**config.mk**
```make
export PLATFORM = sky130hd
export DESIGN_NAME = round_robin_cpu_scheduler_core
export DESIGN_NICKNAME = d
export VERILOG_FILES = /design/src/hdl/rrs_pkg.sv /design/src/hdl/rrs_ram.sv /design/src/hdl/rrs_ctrl.sv /design/src/hdl/rrs_datapath.sv /design/src/hdl/round_robin_cpu_scheduler_core.sv
export SDC_FILE = /design/constraint.sdc
export NUM_CORES = 1
export LEC_CHECK = 0
export BUFFER_PORTS_ARGS = -buffer_cell sky130_fd_sc_hd__buf_4
export CAP_MARGIN = 40
export CORE_MARGIN = 1
export CORE_UTILIZATION = 65
export DETAILED_ROUTE_END_ITERATION = 10
export PLACE_DENSITY = 0.85
export SYNTH_ARGS = -nofsm -noshare
export SYNTH_HDL_FRONTEND = slang
export SYNTH_SLANG_ARGS = --single-unit
```
**constraint.sdc**
```tcl
create_clock -name aclk -period 9.4 [get_ports aclk]
set_input_delay 0.47 -clock aclk [delete_from_list [all_inputs] [get_ports aclk]]
set_output_delay 0.47 -clock aclk [all_outputs]
set_load 0.02 [all_outputs]
```
**src/hdl/rrs_pkg.sv**
```systemverilog
// Round-robin scheduler package: item structs, result codes and the
// command/status bundles between controller and datapath.
// No dependencies.
package rrs_pkg;

    localparam int ARR_W   = 16;
    localparam int BURST_W = 16;
    localparam int STAT_W  = 3;
    localparam int SLOT_W  = 4;
    localparam int RUN_W   = 8;
    localparam int TIME_W  = 21;
    localparam int QUANT_W = 8;

    localparam logic [TIME_W-1:0]  TIME_MAX      = 21'h1F_FFFF;
    localparam logic [QUANT_W-1:0] QUANTUM_RESET = 8'd4;

    // action codes
    localparam logic ACT_LOAD     = 1'b0;
    localparam logic ACT_DISPATCH = 1'b1;

    // result status codes
    localparam logic [STAT_W-1:0] ST_LOADED = 3'd0;
    localparam logic [STAT_W-1:0] ST_RUN    = 3'd1;
    localparam logic [STAT_W-1:0] ST_IDLE   = 3'd2;
    localparam logic [STAT_W-1:0] ST_DONE   = 3'd3;
    localparam logic [STAT_W-1:0] ST_REJECT = 3'd4;

    typedef struct packed {
        logic               action;
        logic [ARR_W-1:0]   arrival;
        logic [BURST_W-1:0] burst_length;
    } in_item_t;

    typedef struct packed {
        logic [STAT_W-1:0] status;
        logic [SLOT_W-1:0] slot;
        logic [RUN_W-1:0]  run_length;
        logic [TIME_W-1:0] start_time;
        logic              finished;
        logic [TIME_W-1:0] turnaround;
    } out_item_t;

    typedef struct packed {
        logic latch_in;     // capture accepted item
        logic load;         // apply load item
        logic all_done;     // nothing left to run
        logic admit_start;  // admission limit := current time
        logic adm_rd;       // read arrival at admit pointer
        logic adm_push;     // queue admit pointer
        logic idle;         // idle tick
        logic pop;          // read queue head
        logic slot_rd;      // read stores at popped slot
        logic run;          // compute slice
        logic post;         // requeue or retire, build result
        logic emit;         // move result to output register
    } dp_cmd_t;

    typedef struct packed {
        logic action;
        logic all_done;
        logic adm_more;
        logic adm_hit;
        logic fifo_empty;
        logic out_free;
    } dp_status_t;

endpackage

```
**src/hdl/rrs_ram.sv**
```systemverilog
// Generic single-write, single-read RAM with registered read data.
// No dependencies.
module rrs_ram #(
    parameter int WIDTH = 16,
    parameter int DEPTH = 16
) (
    input  logic                     aclk,
    input  logic                     we,
    input  logic [$clog2(DEPTH)-1:0] waddr,
    input  logic [WIDTH-1:0]         wdata,
    input  logic                     re,
    input  logic [$clog2(DEPTH)-1:0] raddr,
    output logic [WIDTH-1:0]         rdata
);

    logic [WIDTH-1:0] mem [DEPTH];

    always_ff @(posedge aclk) begin
        if (we) begin
            mem[waddr] <= wdata;
        end
        if (re) begin
            rdata <= mem[raddr];
        end
    end

endmodule

```
**src/hdl/rrs_ctrl.sv**
```systemverilog
// Round-robin scheduler controller: sequences load, admission, slice and
// result steps. Depends on rrs_pkg.
module rrs_ctrl (
    input  logic                aclk,
    input  logic                aresetn,
    input  logic                s_valid,
    output logic                s_ready,
    input  rrs_pkg::dp_status_t st,
    output rrs_pkg::dp_cmd_t    cmd
);
    import rrs_pkg::*;

    localparam logic [3:0] S_IDLE    = 4'd0;
    localparam logic [3:0] S_DECODE  = 4'd1;
    localparam logic [3:0] S_ADM_RD  = 4'd2;
    localparam logic [3:0] S_ADM_CHK = 4'd3;
    localparam logic [3:0] S_POP     = 4'd4;
    localparam logic [3:0] S_SLOT    = 4'd5;
    localparam logic [3:0] S_RUN     = 4'd6;
    localparam logic [3:0] S_POST    = 4'd7;
    localparam logic [3:0] S_FIN     = 4'd8;

    logic [3:0] state_reg, state_next;
    logic       phase_reg, phase_next;   // 0: before slice, 1: after slice
    logic [3:0] adm_exit;

    always_ff @(posedge aclk) begin
        if (!aresetn) begin
            state_reg <= S_IDLE;
            phase_reg <= 1'b0;
        end else begin
            state_reg <= state_next;
            phase_reg <= phase_next;
        end
    end

    // no item is taken while reset is held
    assign s_ready = aresetn && (state_reg == S_IDLE);

    // where admission goes once no more pending process qualifies
    always_comb begin
        if (phase_reg) begin
            adm_exit = S_POST;
        end else if (st.fifo_empty) begin
            adm_exit = S_FIN;
        end else begin
            adm_exit = S_POP;
        end
    end

    always_comb begin
        state_next = state_reg;
        phase_next = phase_reg;
        cmd        = '0;
        unique case (state_reg)
            S_IDLE: begin
                if (s_valid) begin
                    cmd.latch_in = 1'b1;
                    state_next   = S_DECODE;
                end
            end
            S_DECODE: begin
                if (st.action == ACT_LOAD) begin
                    cmd.load   = 1'b1;
                    state_next = S_FIN;
                end else if (st.all_done) begin
                    cmd.all_done = 1'b1;
                    state_next   = S_FIN;
                end else begin
                    cmd.admit_start = 1'b1;
                    phase_next      = 1'b0;
                    state_next      = S_ADM_RD;
                end
            end
            S_ADM_RD: begin
                if (st.adm_more) begin
                    cmd.adm_rd = 1'b1;
                    state_next = S_ADM_CHK;
                end else begin
                    cmd.idle   = !phase_reg && st.fifo_empty;
                    state_next = adm_exit;
                end
            end
            S_ADM_CHK: begin
                if (st.adm_hit) begin
                    cmd.adm_push = 1'b1;
                    state_next   = S_ADM_RD;
                end else begin
                    cmd.idle   = !phase_reg && st.fifo_empty;
                    state_next = adm_exit;
                end
            end
            S_POP: begin
                cmd.pop    = 1'b1;
                state_next = S_SLOT;
            end
            S_SLOT: begin
                cmd.slot_rd = 1'b1;
                state_next  = S_RUN;
            end
            S_RUN: begin
                cmd.run    = 1'b1;
                phase_next = 1'b1;
                state_next = S_ADM_RD;
            end
            S_POST: begin
                cmd.post   = 1'b1;
                state_next = S_FIN;
            end
            S_FIN: begin
                if (st.out_free) begin
                    cmd.emit   = 1'b1;
                    state_next = S_IDLE;
                end
            end
            default: begin
                state_next = S_IDLE;
            end
        endcase
    end

endmodule

```
**src/hdl/rrs_datapath.sv**
```systemverilog
// Round-robin scheduler datapath: process stores, ready queue, counters,
// time keeping and the output register. Depends on rrs_pkg and rrs_ram.
module rrs_datapath #(
    parameter int MAX_PROCESSES = 16
) (
    input  logic                          aclk,
    input  logic                          aresetn,
    input  rrs_pkg::in_item_t             s_item,
    input  logic                          cfg_we,
    input  logic [rrs_pkg::QUANT_W-1:0]   cfg_wdata,
    input  rrs_pkg::dp_cmd_t              cmd,
    output rrs_pkg::dp_status_t           st,
    output logic                          m_valid,
    input  logic                          m_ready,
    output rrs_pkg::out_item_t            m_item
);
    import rrs_pkg::*;

    localparam int IDX_W = $clog2(MAX_PROCESSES);
    localparam int CNT_W = $clog2(MAX_PROCESSES + 1);
    localparam logic [IDX_W-1:0] LAST_IDX = IDX_W'(MAX_PROCESSES - 1);
    localparam logic [CNT_W-1:0] MAX_CNT  = CNT_W'(MAX_PROCESSES);

    in_item_t            in_reg;
    logic [QUANT_W-1:0]  quantum_reg;
    logic [TIME_W-1:0]   time_reg, time_next;
    logic [TIME_W-1:0]   limit_reg;          // admission limit, slice end after run
    logic [CNT_W-1:0]    loaded_reg, admit_reg, completed_reg, count_reg;
    logic [IDX_W-1:0]    head_reg, tail_reg;
    logic [ARR_W-1:0]    last_arr_reg;
    logic [IDX_W-1:0]    slot_reg;
    logic [RUN_W-1:0]    run_reg;
    logic [TIME_W-1:0]   start_reg;
    logic [BURST_W-1:0]  rem_left_reg;
    logic [ARR_W-1:0]    arr_slot_reg;
    out_item_t           stage_reg, stage_next;
    out_item_t           m_item_reg;
    logic                m_valid_reg;

    logic [ARR_W-1:0]    arr_rd;
    logic [BURST_W-1:0]  rem_rd;
    logic [IDX_W-1:0]    fifo_rd;
    logic [IDX_W-1:0]    load_idx, admit_idx;
    logic [IDX_W-1:0]    arr_raddr;
    logic                arr_re, arr_we;
    logic                rem_we;
    logic [IDX_W-1:0]    rem_waddr;
    logic [BURST_W-1:0]  rem_wdata;
    logic                fifo_we;
    logic [IDX_W-1:0]    fifo_wdata;
    logic [QUANT_W-1:0]  q_eff;
    logic [RUN_W-1:0]    run_calc;
    logic [TIME_W:0]     end_sum;
    logic [TIME_W-1:0]   end_calc;
    logic [TIME_W-1:0]   ta_calc;
    logic                load_ok;
    logic                requeue;

    assign load_idx  = loaded_reg[IDX_W-1:0];
    assign admit_idx = admit_reg[IDX_W-1:0];

    assign load_ok = (loaded_reg < MAX_CNT) && (in_reg.burst_length != '0) &&
                     !((loaded_reg != '0) && (in_reg.arrival < last_arr_reg));

    assign q_eff    = (quantum_reg == '0) ? QUANT_W'(1) : quantum_reg;
    assign run_calc = (rem_rd < BURST_W'(q_eff)) ? rem_rd[RUN_W-1:0] : q_eff;
    assign end_sum  = {1'b0, time_reg} + (TIME_W + 1)'(run_calc);
    assign end_calc = (end_sum > {1'b0, TIME_MAX}) ? TIME_MAX : end_sum[TIME_W-1:0];
    assign ta_calc  = (limit_reg >= TIME_W'(arr_slot_reg)) ?
                      limit_reg - TIME_W'(arr_slot_reg) : '0;
    assign requeue  = (rem_left_reg != '0);

    // memories
    assign arr_we    = cmd.load && load_ok;
    assign arr_re    = cmd.adm_rd || cmd.slot_rd;
    assign arr_raddr = cmd.slot_rd ? fifo_rd : admit_idx;

    assign rem_we    = arr_we || cmd.run;
    assign rem_waddr = cmd.run ? slot_reg : load_idx;
    assign rem_wdata = cmd.run ? rem_rd - BURST_W'(run_calc) : in_reg.burst_length;

    assign fifo_we    = cmd.adm_push || (cmd.post && requeue);
    assign fifo_wdata = cmd.post ? slot_reg : admit_idx;

    rrs_ram #(.WIDTH(ARR_W), .DEPTH(MAX_PROCESSES)) u_arrival_ram (
        .aclk  (aclk),
        .we    (arr_we),
        .waddr (load_idx),
        .wdata (in_reg.arrival),
        .re    (arr_re),
        .raddr (arr_raddr),
        .rdata (arr_rd)
    );

    rrs_ram #(.WIDTH(BURST_W), .DEPTH(MAX_PROCESSES)) u_remaining_ram (
        .aclk  (aclk),
        .we    (rem_we),
        .waddr (rem_waddr),
        .wdata (rem_wdata),
        .re    (cmd.slot_rd),
        .raddr (fifo_rd),
        .rdata (rem_rd)
    );

    rrs_ram #(.WIDTH(IDX_W), .DEPTH(MAX_PROCESSES)) u_ready_fifo_ram (
        .aclk  (aclk),
        .we    (fifo_we),
        .waddr (tail_reg),
        .wdata (fifo_wdata),
        .re    (cmd.pop),
        .raddr (head_reg),
        .rdata (fifo_rd)
    );

    // current time
    always_comb begin
        time_next = time_reg;
        if (cmd.idle) begin
            if (time_reg != TIME_MAX) begin
                time_next = time_reg + TIME_W'(1);
            end
        end else if (cmd.post) begin
            time_next = limit_reg;
        end
    end

    // result staging
    always_comb begin
        stage_next = stage_reg;
        if (cmd.load) begin
            stage_next = '0;
            if (load_ok) begin
                stage_next.status = ST_LOADED;
                stage_next.slot   = SLOT_W'(load_idx);
            end else begin
                stage_next.status = ST_REJECT;
            end
        end else if (cmd.all_done || cmd.idle) begin
            stage_next            = '0;
            stage_next.status     = cmd.idle ? ST_IDLE : ST_DONE;
            stage_next.start_time = time_reg;
        end else if (cmd.post) begin
            stage_next.status     = ST_RUN;
            stage_next.slot       = SLOT_W'(slot_reg);
            stage_next.run_length = run_reg;
            stage_next.start_time = start_reg;
            stage_next.finished   = !requeue;
            stage_next.turnaround = requeue ? '0 : ta_calc;
        end
    end

    // control state
    always_ff @(posedge aclk) begin
        if (!aresetn) begin
            quantum_reg   <= QUANTUM_RESET;
            time_reg      <= '0;
            loaded_reg    <= '0;
            admit_reg     <= '0;
            completed_reg <= '0;
            count_reg     <= '0;
            head_reg      <= '0;
            tail_reg      <= '0;
            m_valid_reg   <= 1'b0;
        end else begin
            if (cfg_we) begin
                quantum_reg <= cfg_wdata;
            end
            time_reg <= time_next;
            if (arr_we) begin
                loaded_reg <= loaded_reg + CNT_W'(1);
            end
            if (cmd.adm_push) begin
                admit_reg <= admit_reg + CNT_W'(1);
            end
            if (cmd.post && !requeue) begin
                completed_reg <= completed_reg + CNT_W'(1);
            end
            // push and pop never fall in the same cycle
            if (fifo_we) begin
                count_reg <= count_reg + CNT_W'(1);
                tail_reg  <= (tail_reg == LAST_IDX) ? '0 : tail_reg + IDX_W'(1);
            end else if (cmd.pop) begin
                count_reg <= count_reg - CNT_W'(1);
                head_reg  <= (head_reg == LAST_IDX) ? '0 : head_reg + IDX_W'(1);
            end
            if (cmd.emit) begin
                m_valid_reg <= 1'b1;
            end else if (m_ready) begin
                m_valid_reg <= 1'b0;
            end
        end
    end

    // payload
    always_ff @(posedge aclk) begin
        if (cmd.latch_in) begin
            in_reg <= s_item;
        end
        if (arr_we) begin
            last_arr_reg <= in_reg.arrival;
        end
        if (cmd.admit_start) begin
            limit_reg <= time_reg;
        end else if (cmd.run) begin
            limit_reg <= end_calc;
        end
        if (cmd.slot_rd) begin
            slot_reg <= fifo_rd;
        end
        if (cmd.run) begin
            run_reg      <= run_calc;
            start_reg    <= time_reg;
            rem_left_reg <= rem_rd - BURST_W'(run_calc);
            arr_slot_reg <= arr_rd;
        end
        stage_reg <= stage_next;
        if (cmd.emit) begin
            m_item_reg <= stage_reg;
        end
    end

    assign st.action     = in_reg.action;
    assign st.all_done   = (completed_reg >= loaded_reg);
    assign st.adm_more   = (admit_reg < loaded_reg);
    assign st.adm_hit    = (TIME_W'(arr_rd) <= limit_reg);
    assign st.fifo_empty = (count_reg == '0);
    assign st.out_free   = !m_valid_reg || m_ready;

    assign m_valid = m_valid_reg;
    assign m_item  = m_item_reg;

endmodule

```
**src/hdl/round_robin_cpu_scheduler_core.sv**
```systemverilog
// Round-robin CPU scheduler with time quantum, top level.
// Depends on rrs_pkg, rrs_ctrl, rrs_datapath (and through it rrs_ram).
//
// One item is handled at a time. A dispatch that runs a slice takes longer
// for every pending process it admits to the ready queue: admission walks
// the arrival memory one entry per read through its single read port. A
// result still waiting for m_ready holds the next one back until it goes.
// A new item is taken as soon as the previous one has been placed in the
// output register, even while that result still waits for m_ready.
// time_quantum may be written at any idle moment through cfg_we/cfg_wdata;
// a quantum of zero acts as one.
module round_robin_cpu_scheduler_core #(
    parameter int MAX_PROCESSES = 16
) (
    input  logic                        aclk,
    input  logic                        aresetn,
    input  logic                        s_valid,
    output logic                        s_ready,
    input  rrs_pkg::in_item_t           s_item,
    output logic                        m_valid,
    input  logic                        m_ready,
    output rrs_pkg::out_item_t          m_item,
    input  logic                        cfg_we,
    input  logic [rrs_pkg::QUANT_W-1:0] cfg_wdata
);
    import rrs_pkg::*;

    dp_cmd_t    cmd;
    dp_status_t st;

    rrs_ctrl u_ctrl (
        .aclk    (aclk),
        .aresetn (aresetn),
        .s_valid (s_valid),
        .s_ready (s_ready),
        .st      (st),
        .cmd     (cmd)
    );

    rrs_datapath #(.MAX_PROCESSES(MAX_PROCESSES)) u_datapath (
        .aclk      (aclk),
        .aresetn   (aresetn),
        .s_item    (s_item),
        .cfg_we    (cfg_we),
        .cfg_wdata (cfg_wdata),
        .cmd       (cmd),
        .st        (st),
        .m_valid   (m_valid),
        .m_ready   (m_ready),
        .m_item    (m_item)
    );

endmodule

```
==> results of run 1 <==
==> logic make-up (layout without fill, tap and decap cells) <==
logic type,after synthesis,count (layout),synth area share
compound gates,363,363,0.06398
xor+xnor,52,52,0.01183
fa+ha+maj,98,98,0.03264
buf+inv,187,437,0.02074
flops,926,926,0.6928
mux,211,211,0.1089
simple gates,543,543,0.06908
==> routing by layer <==
| layer | vias to the layer above | global-route usage | wire [µm] | share of wire |
|---|---|---|---|---|
| li1 | 9722 | - | - | - |
| met1 | 11577 | 0.4299 | 34050 | 0.35 |
| met2 | 1918 | 0.5312 | 46520 | 0.48 |
| met3 | 370 | 0.07236 | 11330 | 0.12 |
| met4 | 2 | 0.1686 | 5378 | 0.055 |
| met5 | - | 0 | 19 | 0.00020 |
==> per-stage QoR <==
stage	util	instance area, µm²	cells	worst slack [ns]
floorplan	-	38490	2380	4.819
global placement	0.6911	40180	3178	4.784
detailed placement	0.6995	40670	3203	4.660
CTS	0.7525	43750	3392	4.237
global route	0.7530	43770	3395	3.680
finish	0.7530	43770	3395	3.918
==> where the power goes <==
| group | internal, mW | switching (mW) |
|---|---|---|
| sequential | 4.53 | 0.0619 |
| combinational | 0.0991 | 0.171 |
| clock | 1.95 | 1.53 |
==> path summary, 6_finish.rpt <==
| check | endpoint | slack, ns |
|---|---|---|
| setup / recovery | u_datapath.u_remaining_ram.mem[14][13] | 3.92 |
| hold / removal | u_datapath.st[5] | 0.03 |
| setup reg to reg | u_datapath.u_remaining_ram.mem[14][13] | 3.92 |
| hold reg to reg | u_datapath.m_item[53] | 0.42 |
==> cells in the final DEF (no fill, tap or decap), types with 8 or more instances in the layout <==
| master | instances |
|---|---|
| ha_1 | 94 |
| inv_1 | 79 |
| dfxtp_1 | 114 |
| a31oi_1 | 49 |
| nand2_1 | 188 |
| mux2i_1 | 24 |
| mux2_2 | 19 |
| clkinv_1 | 19 |
| a22o_1 | 18 |
| nand2b_1 | 9 |
| o21a_1 | 14 |
| and3_1 | 41 |
| clkbuf_1 | 19 |
| mux4_2 | 164 |
| nor4_1 | 17 |
| a21oi_1 | 80 |
| nor2_1 | 90 |
| and2_1 | 21 |
| dlygate4sd3_1 | 32 |
| clkbuf_16 | 87 |
| a21o_1 | 25 |
| nand3_1 | 61 |
| a211oi_1 | 22 |
| o21ai_0 | 63 |
| buf_8 | 13 |
| xor2_1 | 29 |
| nor3_1 | 29 |
| or3_1 | 19 |
| buf_16 | 10 |
| buf_4 | 141 |
| nand4_1 | 22 |
| edfxtp_1 | 812 |
| clkinv_2 | 13 |
| bufinv_16 | 8 |
| nor2b_1 | 14 |
| o211ai_1 | 12 |
| xnor2_1 | 23 |
==> cell type report <==
class,instances,area [µm²]
sequential,926,26670
fill,3087,14360
multi-input combinational,1267,11210
clock buffer,108,2276
timing repair buffer,199,1879
tap,765,957.2
clock inverter,49,484.2
inverter,81,304.0
==> flow_summary.json, run 1 <==
{
  "synth-edff-count": 812,
  "netlist_top_cells_count": "edfxtp_1, nand2_1, mux4_2",
  "status": "completed",
  "grt_pass1_wl_um": 146200,
  "finalHoldViolations": 0,
  "ys_warn_count": 0,
  "yosysMostFrequentCell": "edfxtp_1",
  "rsz0062_at_grt": "no",
  "place.gp.congestion": 0.9314,
  "clk_path_buf_depth": 3,
  "drv_slew": 0,
  "clk_pin_slew_worst_paths_ns": 0.06,
  "start_kind": "flip-flop",
  "peakVddDrop_uv": 162.7,
  "ys_ff_latch": 926,
  "grt_usage": 0.3308,
  "async_flop_share": 0,
  "post_drt_wl_per_cell_um": 28.66,
  "finClkSkew_ns": 0.03171,
  "fmax_mhz": 182.4,
  "ctsHoldBuffers": 32,
  "finalSetupViolCount": 0,
  "ys_top_cells_by_area": "edfxtp_1, mux4_2, dfxtp_1, ha_1, nand2_1",
  "synth_top_cell_by_area": "edfxtp_1",
  "fin_crit_ns": 5.482,
  "via_per_inst": 6.948,
  "antenna_cells": 0,
  "htreeDepth": 3,
  "crit_required_ns": 9.71,
  "drt_first_iter_violations": 3382,
  "netlist_instances": 2380,
  "ioPinCount": 106,
  "worstPathCellList": "nor4_1 -> o2111ai_1 -> nor2_1 -> buf_4 -> mux2i_1 -> ha_1 -> nor2b_1 -> o21a_1 -> o21ai_0 -> a21oi_1 -> o41ai_2 -> a21oi_1 -> a211o_1",
  "insertion_delay_ns": 0.65,
  "worst_ep_arrival_time_ns": 5.80,
  "cts_made_buffers": 87,
  "finalCritPeriodShare": 0.5832,
  "critPathMaxStageDelay_ns": 0.81,
  "rows": 88,
  "whs_ns": 0.03287,
  "drt_first_pass_iters": 5,
  "grt_start_max_net_pins": 65,
  "dr_total_vias": 23589,
  "cts_resized": 0,
  "cp-end-kind": "flip-flop",
  "cpMostUsedCell": "a21oi_1",
  "setup_tns_ns": 0,
  "cp_max_fo": 16,
  "die_h_um": 245.3,
  "root_buffer": "clkbuf_16",
  "maxSlewHeadroom": 0.3602,
  "netlist_area_um2": 38490,
  "drc": 0,
  "avgSynthCellArea_um2": 16.17,
  "synth_top_cell_area_share": 0.6335,
  "finalPower_mw": 8.339,
  "synthFlopType": "edfxtp_1",
  "cts_tree": "built",
  "powerDensity_nw_per_um2": 190.5,
  "whs_path_depth": 1,
  "crit_family": "compound AO/OA/AOI/OAI gates",
  "cp.depth": 13,
  "post_cts_buffers": 0,
  "drtAntennaViolNets": 0,
  "worstHoldPathType": "input pin to flip-flop",
  "die_area_um2": 60190,
  "core_um2": 58140,
  "path_class": "flip-flop to flip-flop",
  "fin_nets": 2706,
  "reg2reg_from": "u_datapath.u_remaining_ram.rdata[11]",
  "power_leakage_nw": 15.11,
  "drive_gt1_frac": 0.1992,
  "crit_start": "u_datapath.u_remaining_ram.rdata[11]",
  "antenna_found_initial": 1,
  "synth_nets": 2524,
  "synth.distinct_cells": 87,
  "syn_to_final_growth_pct": 13.73,
  "cts_sinks": 926,
  "grt_pass1_vias": 23502,
  "start_util": 0.6620,
  "numPortBuffers": 105,
  "tightest_slew_ns": 0.9597,
  "drv_cap": 0,
  "place_hpwl_um": 58320,
  "die_w_um": 245.3,
  "hold_start": "s_item[32]",
  "path_buf_inv": 1,
  "r2r.worst_path.cells": 13,
  "grt-ovfl-total": 0,
  "slowest_stage": "nor4_1",
  "totalWireLength_um": 97290,
  "top_regs": "u_datapath.u_arrival_ram.mem: 256 flops, u_datapath.u_remaining_ram.mem: 256 flops, u_datapath.u_ready_fifo_ram.mem: 64 flops",
  "ys_seq_area_frac": 0.6928
}
Note: power is estimated with default switching activity, not from simulation.
==> inputs of run 2 (changes only) <==
CORE_UTILIZATION = 56   (was 65)
PLACE_DENSITY = 0.78   (was 0.85)
clock period = 4.9 ns   (was 9.4 ns; I/O delays follow)
==> run 2 against run 1 <==
Effect of this change: worst setup slack lost 3.6 ns; utilization shrank 9.9 points; clock skew shrank 0.0057 ns; largest cell class unchanged; cell count grew 4.6%; first-iteration DRC count shrank 27%; largest power group unchanged; critical path depth grew 2; critical endpoint is now u_datapath.u_remaining_ram.mem[12][12]; power grew 94%; count of clock-buffer cells in the layout shrank 1; sequential cell count is the same; routed wire length shrank 9.0%; combinational power grew 92%.
==> flow_summary.json, run 2 (same netlist as run 1, synthesis figures left out) <==
{
  "drv_slew": 0,
  "dr_total_vias": 22453,
  "cts_tree": "built",
  "totalWireLength_um": 88570,
  "grt_start_max_net_pins": 65,
  "core_um2": 67630,
  "p_int_mw": 12.82,
  "clk_path_buf_depth": 3,
  "finalSetupViolCount": 0,
  "p_sw_mw": 3.387,
  "cts_made_buffers": 90,
  "via_per_inst": 6.321,
  "fill_cells": 4448,
  "fin_nets": 2748,
  "die_h_um": 264.2,
  "die_area_um2": 69780,
  "maxSlewHeadroom": 0.3817,
  "clk_pin_slew_worst_paths_ns": 0.06,
  "worst_ep_arrival_time_ns": 4.97,
  "drt_first_iter_violations": 2452,
  "drv_cap": 0,
  "drt_first_pass_iters": 5,
  "finalHoldViolations": 0,
  "setup_tns_ns": 0,
  "mostFrequentLayoutCells": "edfxtp_1, nand2_1, buf_4",
  "combPwrFrac": 0.032,
  "rsz0062_at_grt": "no",
  "post_drt_wl_per_cell_um": 24.93,
  "worstHoldPathType": "input pin to flip-flop",
  "sequentialPowerShare": 0.543,
  "crit_required_ns": 5.25,
  "root_buffer": "clkbuf_16",
  "drtAntennaViolNets": 0,
  "final_common_cell": "edfxtp_1",
  "drc": 0,
  "place_hpwl_um": 54680,
  "tightest_slew_ns": 0.9241,
  "worstPathCellList": "or3_1 -> nor3_1 -> o2111ai_1 -> nor2_1 -> mux2i_1 -> ha_1 -> inv_1 -> fa_1 -> a21o_1 -> a21oi_1 -> o21bai_1 -> a2111o_1 -> a211oi_1 -> xor2_1 -> mux2_2",
  "finClkSkew_ns": 0.02605,
  "r2r-end": "u_datapath.u_remaining_ram.mem[12][12]",
  "insertion_delay_ns": 0.65,
  "start_util": 0.5691,
  "swShare": 0.2090,
  "cts_sinks": 926,
  "numPortBuffers": 105,
  "ioPinCount": 106,
  "grt_pass1_wl_um": 135100,
  "start_kind": "flip-flop",
  "grt_pass1_vias": 22545,
  "antenna_found_initial": 1,
  "top_regs": "u_datapath.u_arrival_ram.mem: 256 flops, u_datapath.u_remaining_ram.mem: 256 flops, u_datapath.u_ready_fifo_ram.mem: 64 flops",
  "hold_start": "s_item[2]",
  "grt_usage": 0.2568,
  "drive_gt1_frac": 0.2095,
  "cp_max_fo": 16,
  "grt-ovfl-total": 0,
  "rows": 95,
  "reg2reg_from": "u_datapath.u_remaining_ram.rdata[8]",
  "path_class": "flip-flop to flip-flop",
  "finalNonFillerCells": 3552,
  "dp_cells": 3332,
  "fmax_mhz": 216.6,
  "critPathMaxStageDelay_ns": 0.50,
  "syn_to_final_growth_pct": 14.94,
  "powerDensity_nw_per_um2": 366.3,
  "power_leakage_nw": 15.31,
  "r2r_slack_ns": 0.28,
  "min_to": "u_datapath.in_reg[2]",
  "peakVddDrop_uv": 290.4,
  "place.gp.congestion": 0.9427,
  "whs_path_depth": 2,
  "status": "completed",
  "htreeDepth": 3,
  "r2r.worst_path.cells": 15,
  "fin_crit_ns": 4.616,
  "cp-end-kind": "flip-flop",
  "slowest_stage": "edfxtp_1",
  "die_w_um": 264.2,
  "clock_power_share": 0.425,
  "finalCritPeriodShare": 0.9421
}
-- run 2: cell types whose count changed in the layout (fill, tap and decap cells not counted), sizes merged --
cell,previous run,this run
clkbuf,108,107
diode,0,1
clkinvlp,2,9
buf,167,186
clkinv,34,37
dlygate4sd3,32,52
-- run 2: cell type report --
type / count / area, µm² / area share
diodes: 1 / 2.502 / 0.00005657
clock buffers: 107 / 2379 / 0.05377
clock inverters: 59 / 570.5 / 0.01290
inverters: 81 / 305.3 / 0.006901
multi-input cells: 1267 / 11170 / 0.2525
flip-flops and latches: 926 / 26670 / 0.6028
well taps: 873 / 1092 / 0.02469
repair buffers: 238 / 2052 / 0.04639
-- run 2: power by group through the flow --
stage | Clock, mW | Sequential (mW) | Combinational (mW)
4_1_cts | 6.95 | 8.80 | 0.514
5_1_grt | 7.26 | 8.80 | 0.559
3_3_place_gp | 0 | 8.95 | 0.447
2_1_floorplan | 0 | 8.94 | 0.265
6_report | 6.89 | 8.80 | 0.519
3_5_place_dp | 0 | 8.96 | 0.474
-- run 2: routing by layer --
metal / routed length, µm / part of all wire / global-route usage / vias up
met2: 43670 / 0.49 / 0.4280 / 1097
li1: - / - / - / 9821
met4: 3150 / 0.036 / 0.1073 / 0
met3: 6707 / 0.076 / 0.03374 / 187
met1: 35040 / 0.40 / 0.3431 / 11348
met5: 0 / 0 / 0 / -
-- run 2: how the worst max path moves through the flow --
stage                                         from                                endpoint  cells after the start
6_report       u_datapath.u_remaining_ram.rdata[8]  u_datapath.u_remaining_ram.mem[12][12]                     15
3_5_place_dp   u_datapath.u_remaining_ram.rdata[8]  u_datapath.u_remaining_ram.mem[15][12]                     15
2_1_floorplan                  u_ctrl.state_reg[1]    u_datapath.u_remaining_ram.mem[7][0]                      6
4_1_cts        u_datapath.u_remaining_ram.rdata[8]  u_datapath.u_remaining_ram.mem[12][12]                     15
5_1_grt                  u_datapath.quantum_reg[3]  u_datapath.u_remaining_ram.mem[15][12]                     17
3_3_place_gp             u_datapath.quantum_reg[3]  u_datapath.u_remaining_ram.mem[14][12]                     17
-- run 2: per-stage QoR --
step / hold slack, ns / utilization / cell area (µm²) / total power, mW / setup slack, ns
final: 0.3083 / 0.6541 / 44240 / 16.21 / 0.2836
after global routing: 0.3104 / 0.6541 / 44240 / 16.62 / 0.01462
after CTS: 0.2857 / 0.6539 / 44230 / 16.26 / 0.3666
after detailed placement: 0.4045 / 0.6026 / 40760 / 9.438 / 0.4090
after global placement: 0.4039 / 0.5998 / 40570 / 9.398 / 0.4479
after floorplan: 0.3439 / - / 38490 / 9.207 / 0.3185
-- run 2: repair_timing --
action / CTS / global route
buffers inserted: 0 / 1
endpoints found under the setup margin: 0 / 16
hold buffers: 52 / 0
hold endpoints to repair: 55 / 0
gates resized for setup: 0 / 0
-- run 2: critical path: cells and delay by family (launching register included) --
kind            cells  cell delay (ns)
mux                 2             0.70
xor+xnor            1             0.13
fa+ha+maj           2             0.61
buf+inv             1             0.05
compound gates      6             1.46
simple gates        3             0.86
flops               1             0.50
